**src/rtl/plc_pkg.sv**
```systemverilog
`default_nettype none
// ----------------------------------------------------------------------------
// plc_pkg
// Shared constants and types for the positional list engine: list capacity,
// derived widths, item kind codes, status codes and the cell operation code.
// ----------------------------------------------------------------------------
package plc_pkg;

    // Number of list slots, one cell each. Valid range 2 to 64.
    localparam int CAPACITY = 32;

    // Width that holds a length from 0 to CAPACITY.
    localparam int LEN_W = $clog2(CAPACITY + 1);
    // Width that indexes one slot (rotation step counter).
    localparam int CNT_W = $clog2(CAPACITY);

    localparam int KIND_W   = 2;
    localparam int POS_W    = 7;
    localparam int VAL_W    = 32;
    localparam int STATUS_W = 2;
    localparam int OLEN_W   = 7;

    localparam logic [KIND_W-1:0] KIND_INSERT = 2'd0;
    localparam logic [KIND_W-1:0] KIND_DELETE = 2'd1;
    localparam logic [KIND_W-1:0] KIND_READ   = 2'd2;

    localparam logic [STATUS_W-1:0] ST_OK     = 2'd0;
    localparam logic [STATUS_W-1:0] ST_BADPOS = 2'd1;
    localparam logic [STATUS_W-1:0] ST_FULL   = 2'd2;
    localparam logic [STATUS_W-1:0] ST_EMPTY  = 2'd3;

    // What a cell loads at the next clock edge.
    typedef enum logic [1:0] {
        CELL_HOLD,
        CELL_LEFT,
        CELL_RIGHT,
        CELL_LOAD
    } t_cell_op;

endpackage

`default_nettype wire

```
**src/rtl/positional_list_engine_core.sv**
```systemverilog
`default_nettype none
// ----------------------------------------------------------------------------
// positional_list_engine_core
// Ordered list of signed 32-bit values kept in a chain of cells, with
// positional insert, positional delete and whole-list read-out.
// ----------------------------------------------------------------------------
// Insert and delete items: every cell at or beyond the position takes its
// neighbor's value in a single shift, and one result item with the status
// is written to the output register. A read-out item rotates the whole
// chain toward cell 0 once per cycle, except while a step that emits waits
// on a stalled output, through one full turn, so the list comes back to its
// original order at the end; the value in cell 0 is emitted during the
// first length steps. A read-out therefore holds the input until the full
// turn is done, stalls of the output included. An empty read-out, and every
// other item, give a single result. The output register lets a new item be
// taken while the previous result is being handed over, so single-result
// items can follow one per cycle while the output is not stalled.
// ----------------------------------------------------------------------------
module positional_list_engine_core (
    input  wire logic                                i_clk,
    input  wire logic                                i_rst_n,
    // Input channel.
    input  wire logic                                i_in_valid,
    output logic                                     o_in_stall,
    input  wire logic        [plc_pkg::KIND_W-1:0]   i_kind,
    input  wire logic        [plc_pkg::POS_W-1:0]    i_position,
    input  wire logic signed [plc_pkg::VAL_W-1:0]    i_value,
    // Output channel.
    output logic                                     o_out_valid,
    input  wire logic                                i_out_stall,
    output logic             [plc_pkg::STATUS_W-1:0] o_status,
    output logic signed      [plc_pkg::VAL_W-1:0]    o_read_value,
    output logic                                     o_last,
    output logic             [plc_pkg::OLEN_W-1:0]   o_length
);
    import plc_pkg::*;

    typedef enum logic {
        S_IDLE,
        S_READ
    } t_state;

    t_state r_state, n_state;
    logic [LEN_W-1:0] r_len, n_len;
    logic [CNT_W-1:0] r_cnt, n_cnt;

    // Output register.
    logic                r_out_valid, n_out_valid;
    logic [STATUS_W-1:0] r_status,    n_status;
    logic [VAL_W-1:0]    r_rd_value,  n_rd_value;
    logic                r_last,      n_last;

    logic [VAL_W-1:0] w_cell_q [CAPACITY];
    t_cell_op         w_op     [CAPACITY];

    logic             w_out_free;
    logic             w_accept;
    logic             w_emit;
    logic             w_step;
    logic [POS_W-1:0] w_pos_m1;
    logic [POS_W-1:0] w_len7;
    logic             w_ins_shift;
    logic             w_del_shift;

    // The chain. Cell 0 wraps to the last cell so a read-out can rotate.
    for (genvar g = 0; g < CAPACITY; g++) begin : g_cell
        plc_cell u_cell (
            .i_clk   (i_clk),
            .i_op    (w_op[g]),
            .i_left  (w_cell_q[(g + CAPACITY - 1) % CAPACITY]),
            .i_right (w_cell_q[(g + 1) % CAPACITY]),
            .i_load  (i_value),
            .o_value (w_cell_q[g])
        );
    end

    assign w_out_free = !r_out_valid || !i_out_stall;
    assign o_in_stall = !((r_state == S_IDLE) && w_out_free);
    assign w_accept   = i_in_valid && !o_in_stall;
    assign w_pos_m1   = i_position - POS_W'(1);
    assign w_len7     = POS_W'(r_len);

    // During a read-out, the first length rotation steps each emit the value
    // in cell 0; the remaining steps only rotate and never wait on the output.
    assign w_emit = (r_state == S_READ) && (LEN_W'(r_cnt) < r_len);
    assign w_step = (r_state == S_READ) && (!w_emit || w_out_free);

    always_comb begin
        n_state     = r_state;
        n_len       = r_len;
        n_cnt       = r_cnt;
        n_out_valid = r_out_valid && i_out_stall;
        n_status    = r_status;
        n_rd_value  = r_rd_value;
        n_last      = r_last;
        w_ins_shift = 1'b0;
        w_del_shift = 1'b0;

        if (w_accept) begin
            n_out_valid = 1'b1;
            n_status    = ST_OK;
            n_rd_value  = '0;
            n_last      = 1'b1;
            case (i_kind)
                KIND_INSERT: begin
                    if (r_len >= LEN_W'(CAPACITY)) begin
                        n_status = ST_FULL;
                    end else if (i_position == '0 || i_position > w_len7 + POS_W'(1)) begin
                        n_status = ST_BADPOS;
                    end else begin
                        w_ins_shift = 1'b1;
                        n_len       = r_len + LEN_W'(1);
                    end
                end
                KIND_DELETE: begin
                    if (r_len == '0) begin
                        n_status = ST_EMPTY;
                    end else if (i_position == '0 || i_position > w_len7) begin
                        n_status = ST_BADPOS;
                    end else begin
                        w_del_shift = 1'b1;
                        n_len       = r_len - LEN_W'(1);
                    end
                end
                KIND_READ: begin
                    if (r_len == '0) begin
                        n_status = ST_EMPTY;
                    end else begin
                        // Results come out of the rotation, not from here.
                        n_out_valid = 1'b0;
                        n_state     = S_READ;
                        n_cnt       = '0;
                    end
                end
                default: begin
                end
            endcase
        end

        if (w_step) begin
            if (w_emit) begin
                n_out_valid = 1'b1;
                n_status    = ST_OK;
                n_rd_value  = w_cell_q[0];
                n_last      = (LEN_W'(r_cnt) + LEN_W'(1)) == r_len;
            end
            if (r_cnt == CNT_W'(CAPACITY - 1)) begin
                n_state = S_IDLE;
            end
            n_cnt = r_cnt + CNT_W'(1);
        end

        for (int i = 0; i < CAPACITY; i++) begin
            w_op[i] = CELL_HOLD;
            if (w_step) begin
                w_op[i] = CELL_RIGHT;
            end else if (w_ins_shift) begin
                if (POS_W'(i) == w_pos_m1) begin
                    w_op[i] = CELL_LOAD;
                end else if (POS_W'(i) > w_pos_m1) begin
                    w_op[i] = CELL_LEFT;
                end
            end else if (w_del_shift) begin
                if (POS_W'(i) >= w_pos_m1) begin
                    w_op[i] = CELL_RIGHT;
                end
            end
        end
    end

    always_ff @(posedge i_clk) begin
        if (!i_rst_n) begin
            r_state     <= S_IDLE;
            r_len       <= '0;
            r_cnt       <= '0;
            r_out_valid <= 1'b0;
        end else begin
            r_state     <= n_state;
            r_len       <= n_len;
            r_cnt       <= n_cnt;
            r_out_valid <= n_out_valid;
        end
        r_status   <= n_status;
        r_rd_value <= n_rd_value;
        r_last     <= n_last;
    end

    assign o_out_valid  = r_out_valid;
    assign o_status     = r_status;
    assign o_read_value = r_rd_value;
    assign o_last       = r_last;
    assign o_length     = OLEN_W'(r_len);

    // The stored length never exceeds the number of cells.
    a_len_bound: assert property (@(posedge i_clk) disable iff (!i_rst_n)
        r_len <= LEN_W'(CAPACITY))
        else $error("list length above capacity");

    // No new item is taken while a read-out is rotating the chain.
    a_read_stall: assert property (@(posedge i_clk) disable iff (!i_rst_n)
        (r_state == S_READ) |-> o_in_stall)
        else $error("input accepted during read-out");

    // A read-out never changes the length.
    a_read_len: assert property (@(posedge i_clk) disable iff (!i_rst_n)
        (r_state == S_READ) |=> $stable(r_len))
        else $error("length changed during read-out");

    // The final rotation step returns the engine to idle.
    a_read_end: assert property (@(posedge i_clk) disable iff (!i_rst_n)
        (w_step && r_cnt == CNT_W'(CAPACITY - 1)) |=> (r_state == S_IDLE))
        else $error("read-out did not finish after a full rotation");

endmodule

`default_nettype wire

```
**src/rtl/plc_cell.sv**
```systemverilog
`default_nettype none
// ----------------------------------------------------------------------------
// plc_cell
// One list slot. Holds a value, or takes its left neighbor, its right
// neighbor or a new value, as the operation code says.
// ----------------------------------------------------------------------------
module plc_cell (
    input  wire logic                      i_clk,
    input  wire plc_pkg::t_cell_op         i_op,
    input  wire logic [plc_pkg::VAL_W-1:0] i_left,
    input  wire logic [plc_pkg::VAL_W-1:0] i_right,
    input  wire logic [plc_pkg::VAL_W-1:0] i_load,
    output logic      [plc_pkg::VAL_W-1:0] o_value
);
    import plc_pkg::*;

    logic [VAL_W-1:0] r_value;
    logic [VAL_W-1:0] n_value;

    always_comb begin
        case (i_op)
            CELL_LEFT:  n_value = i_left;
            CELL_RIGHT: n_value = i_right;
            CELL_LOAD:  n_value = i_load;
            default:    n_value = r_value;
        endcase
    end

    always_ff @(posedge i_clk) begin
        r_value <= n_value;
    end

    assign o_value = r_value;

endmodule

`default_nettype wire
```
**config.mk**
```make
export PLATFORM = sky130hd
export DESIGN_NAME = positional_list_engine_core
export DESIGN_NICKNAME = d
export VERILOG_FILES = /design/src/rtl/plc_pkg.sv /design/src/rtl/positional_list_engine_core.sv /design/src/rtl/plc_cell.sv
export SDC_FILE = /design/constraint.sdc
export NUM_CORES = 2
export LEC_CHECK = 0
export BUFFER_PORTS_ARGS = -buffer_cell sky130_fd_sc_hd__buf_2
export CELL_PAD_IN_SITES_DETAIL_PLACEMENT = 1
export CELL_PAD_IN_SITES_GLOBAL_PLACEMENT = 2
export CORE_UTILIZATION = 48
export CTS_CLUSTER_SIZE = 40
export DETAILED_ROUTE_END_ITERATION = 16
export PLACE_DENSITY = 0.87
export SYNTH_ARGS = -nofsm -noshare
export SYNTH_HDL_FRONTEND = slang
export SYNTH_SLANG_ARGS = --single-unit
```
**constraint.sdc**
```tcl
create_clock -name i_clk -period 9 [get_ports i_clk]
set_clock_uncertainty 0.2 [all_clocks]
set_input_delay 0 -clock i_clk [delete_from_list [all_inputs] [get_ports i_clk]]
set_output_delay 0 -clock i_clk [all_outputs]
set_load 0.01 [all_outputs]
```
==> qor.csv <==
metric,value,unit
Setup TNS,0,ns
Final Max Tran Viols,0,
CTS root buffer,clkbuf_16,
"Period Utilization, post-route",64.3,%
outcome,"complete, no violations",
"Arr. time, crit path",5.94,ns
P&R area growth vs syn,10.4,%
crit path time final,5.79,ns
Longest Clk Path Bufs,3,
worst hold path class,in -> reg,
largest family of logic cells by synthesized area,compound AO/OA/AOI/OAI gates,
"CP delay by family, top",simple AND/OR/NAND/NOR gates,
Final WS setup,3.21,ns
Setup WS pre-CTS,3.32,ns
RSZ-0062 raised after global routing,false,
cell area power density,179,nW/um^2
Post-Route WL,204000,microns
1st-pass router iterations,6,
initial cell density of the core,48.3,%
Detailed Place HPWL,134000,microns
Tot GR Track Use,34.4,%
final setup vio count,0,
final hold violation count,0,
crit path cell chain,inv_1 -> nor3_1 -> nand3_1 -> xnor2_1 -> ha_1 -> nand3_1 -> nor2_1 -> nor2_1 -> or3_1 -> o21ai_0 -> a41o_1 -> buf_4 -> or2_2,
CORE AREA,114000,sq um
worst rel slew slack,4.44,%
ys async rst share,0,%
Max-Cap Viols,0,
sequential area share after synthesis,57.5,%
DR WL/cell,32.8,microns
ys flop type,edfxtp_1,
I/O pin count,89,
Cells after Synth,4740,
FILL cells,11700,
vias in the first global route,43000,
initial antenna violation count,3,
CP Max Fanout,32,
CTS buffer count,117,
measured slew at the worst slew-check pin,1.43,ns
CP startpoint kind,flop,
syn nets,4816,
static leakage,0.0228,uW
gr ovfl total,0,
Compound-Gate Fraction of Synth Area,23.0,%
# clock sinks,1072,
first-pass GRT wire length,297000,microns
Fmax achieved,173,MHz
TritonCTS clock tree,yes,
nets@finish,4697,
number of DRC markers in iteration 0,5583,
DRT antenna net count,0,
CP Data Required Time,9.15,ns
Routability Congestion,0.908,
Via Count,43300,
Synth Area in Simple Gates,10.8,%
H-tree depth,3,
average size of a mapped cell,11.6,sq um
CP max stage cell,a41o_1,
die area,116000,sq um
Die Y-Extent,341,microns
layout cells sized above 1,13.1,%
DP Area,56800,sq um
fin area,60900,sq um
pin count of the biggest net entering global routing,75,
Worst VDD drop,173,uV
CP endpoint kind,flop,
"Buf+Inv Stages, Crit Path",2,
post-synthesis mux area share,3.77,%
vias per cell,6.94,
"Reg clk slew, reported paths",0.06,ns
die width,341,microns
Synth Area in XOR/XNOR,0.317,%
Worst-Skew Late Latency,0.75,ns
Mapped Area,55200,sq um
Rows,124,
CP Class,reg -> reg,
"FF+latch count, synth",1072,
Post-synth EDFFs,1024,
Synth Area in Adders,0.717,%
Unique masters post-synth,81,
port buffer count,87,
CP max stage delay,0.67,ns
DRC viols,0,
"Warnings, synthesis",0,
==> worst register-to-register path, cell delays in order, from the launching register on <==
cell and delay (ns):
dfxtp_1 0.54, inv_1 0.17, nor3_1 0.21, nand3_1 0.12, xnor2_1 0.17, ha_1 0.30, nand3_1 0.20, nor2_1 0.41
nor2_1 0.34, or3_1 0.57, o21ai_0 0.42, a41o_1 0.68, buf_4 0.39, or2_2 0.67
==> synth_stat cells, drive strengths merged, types with 5 or more instances <==
master	instances	area, sq um
ha	30	375
or2	6	37.5
or3	8	50.1
o31ai	5	42.5
a211o	9	78.8
nor3	23	151
dfxtp	48	961
nor4	24	248
a21boi	8	60.1
nand2b	10	62.6
mux2i	64	641
nand3	117	586
a22o	192	1680
nor2b	165	1030
a2bb2oi	97	850
xnor2	14	123
mux2	128	1440
xor2	6	52.6
nand2	465	1750
and2	72	450
o21a	6	45.0
nand3b	5	37.5
clkbuf	364	1370
and3	104	656
nor2	201	757
a21o	171	1280
edfxtp	1024	30700
a211oi	8	85.1
inv	16	60.1
buf	142	738
a22oi	228	1710
a221o	353	3530
o21ai	288	1440
o21bai	5	37.5
a21oi	257	1300
a32oi	32	280
==> metrics by stage <==
stage,instances,hold slack (ns),power (uW),utilization (%)
after floorplan,4740,-0.0462,6010,-
after global placement,5970,0.213,6260,49.8
after detailed placement,5970,0.214,6280,49.8
after CTS,6235,0.0441,10900,53.3
after global routing,6236,0.104,11100,53.4
final,6236,0.0742,10900,53.4
==> power by group <==
group	total, uW	switching [uW]	internal [uW]
combinational	635	449	185
clock	4700	2120	2580
sequential	5580	67.6	5510
==> cell type report <==
type / count / area, sq um / area share (%)
flip-flops and latches: 1072 / 31700 / 52.1
diodes: 1 / 2.50 / 0.00411
well taps: 1512 / 1890 / 3.11
multi-input cells: 3146 / 21700 / 35.6
clock inverters: 69 / 523 / 0.858
clock buffers: 152 / 3140 / 5.15
inverters: 16 / 60.1 / 0.0986
repair buffers: 268 / 1900 / 3.13
==> registers in the layout, summed over array words and instances (netlist names) <==
register	count
g_cell.u_cell.o_value	1024
o_read_value	32
r_len	6
r_cnt	5
o_status	2
o_last	1
o_out_valid	1
r_state	1
==> worst paths after layout <==
path,startpoint,to,slack [ns],depth (start not counted)
worst max-delay path,r_len[2],g_cell[9].u_cell.o_value[26],3.21,13
worst min-delay path,i_kind[0],o_status[0],0.07,5
worst max register to register,r_len[2],g_cell[9].u_cell.o_value[26],3.21,13
worst min register to register,o_read_value[21],o_read_value[21],0.26,2
==> placed cells by master (no fill, tap or decap), types with 64 or more instances in the layout <==
cell type,instances
a221o_1,353
clkbuf_16,118
mux2_2,128
a2bb2oi_1,97
nand2_1,462
nor2b_1,163
a21oi_1,246
nand3_1,117
mux2i_1,64
and3_1,102
a21o_1,171
edfxtp_1,1024
buf_4,137
a22o_1,192
nor2_1,187
a22oi_1,227
o21ai_0,276
buf_2,87
==> cell families (layout without fill, tap and decap cells) <==
| family | count (synthesis) | in the layout |
|---|---|---|
| AO/OA/AOI/OAI | 1687 | 1687 |
| XOR/XNOR | 20 | 20 |
| adder cells (fa/ha/maj) | 31 | 31 |
| buffers and inverters | 522 | 505 |
| flip-flops | 1072 | 1072 |
| multiplexers | 192 | 192 |
| other | 1 | 2 |
| AND/OR/NAND/NOR | 1215 | 1215 |
==> metal layers <==
| metal | global-route usage [%] | wire (microns) | vias up |
|---|---|---|---|
| met3 | 5.26 | 19400 | 496 |
| met5 | 0 | 0 | - |
| li1 | - | - | 18300 |
| met4 | 17.3 | 11200 | 0 |
| met1 | 48.1 | 82500 | 22000 |
| met2 | 52.2 | 91300 | 2540 |
==> what timing repair did <==
action	4_1_cts	5_1_grt
gates resized for setup	0	0
setup buffers	0	0
hold buffers	44	0
endpoints found under the hold margin	218	0
No activity file was read; power rests on OpenSTA's default activity.
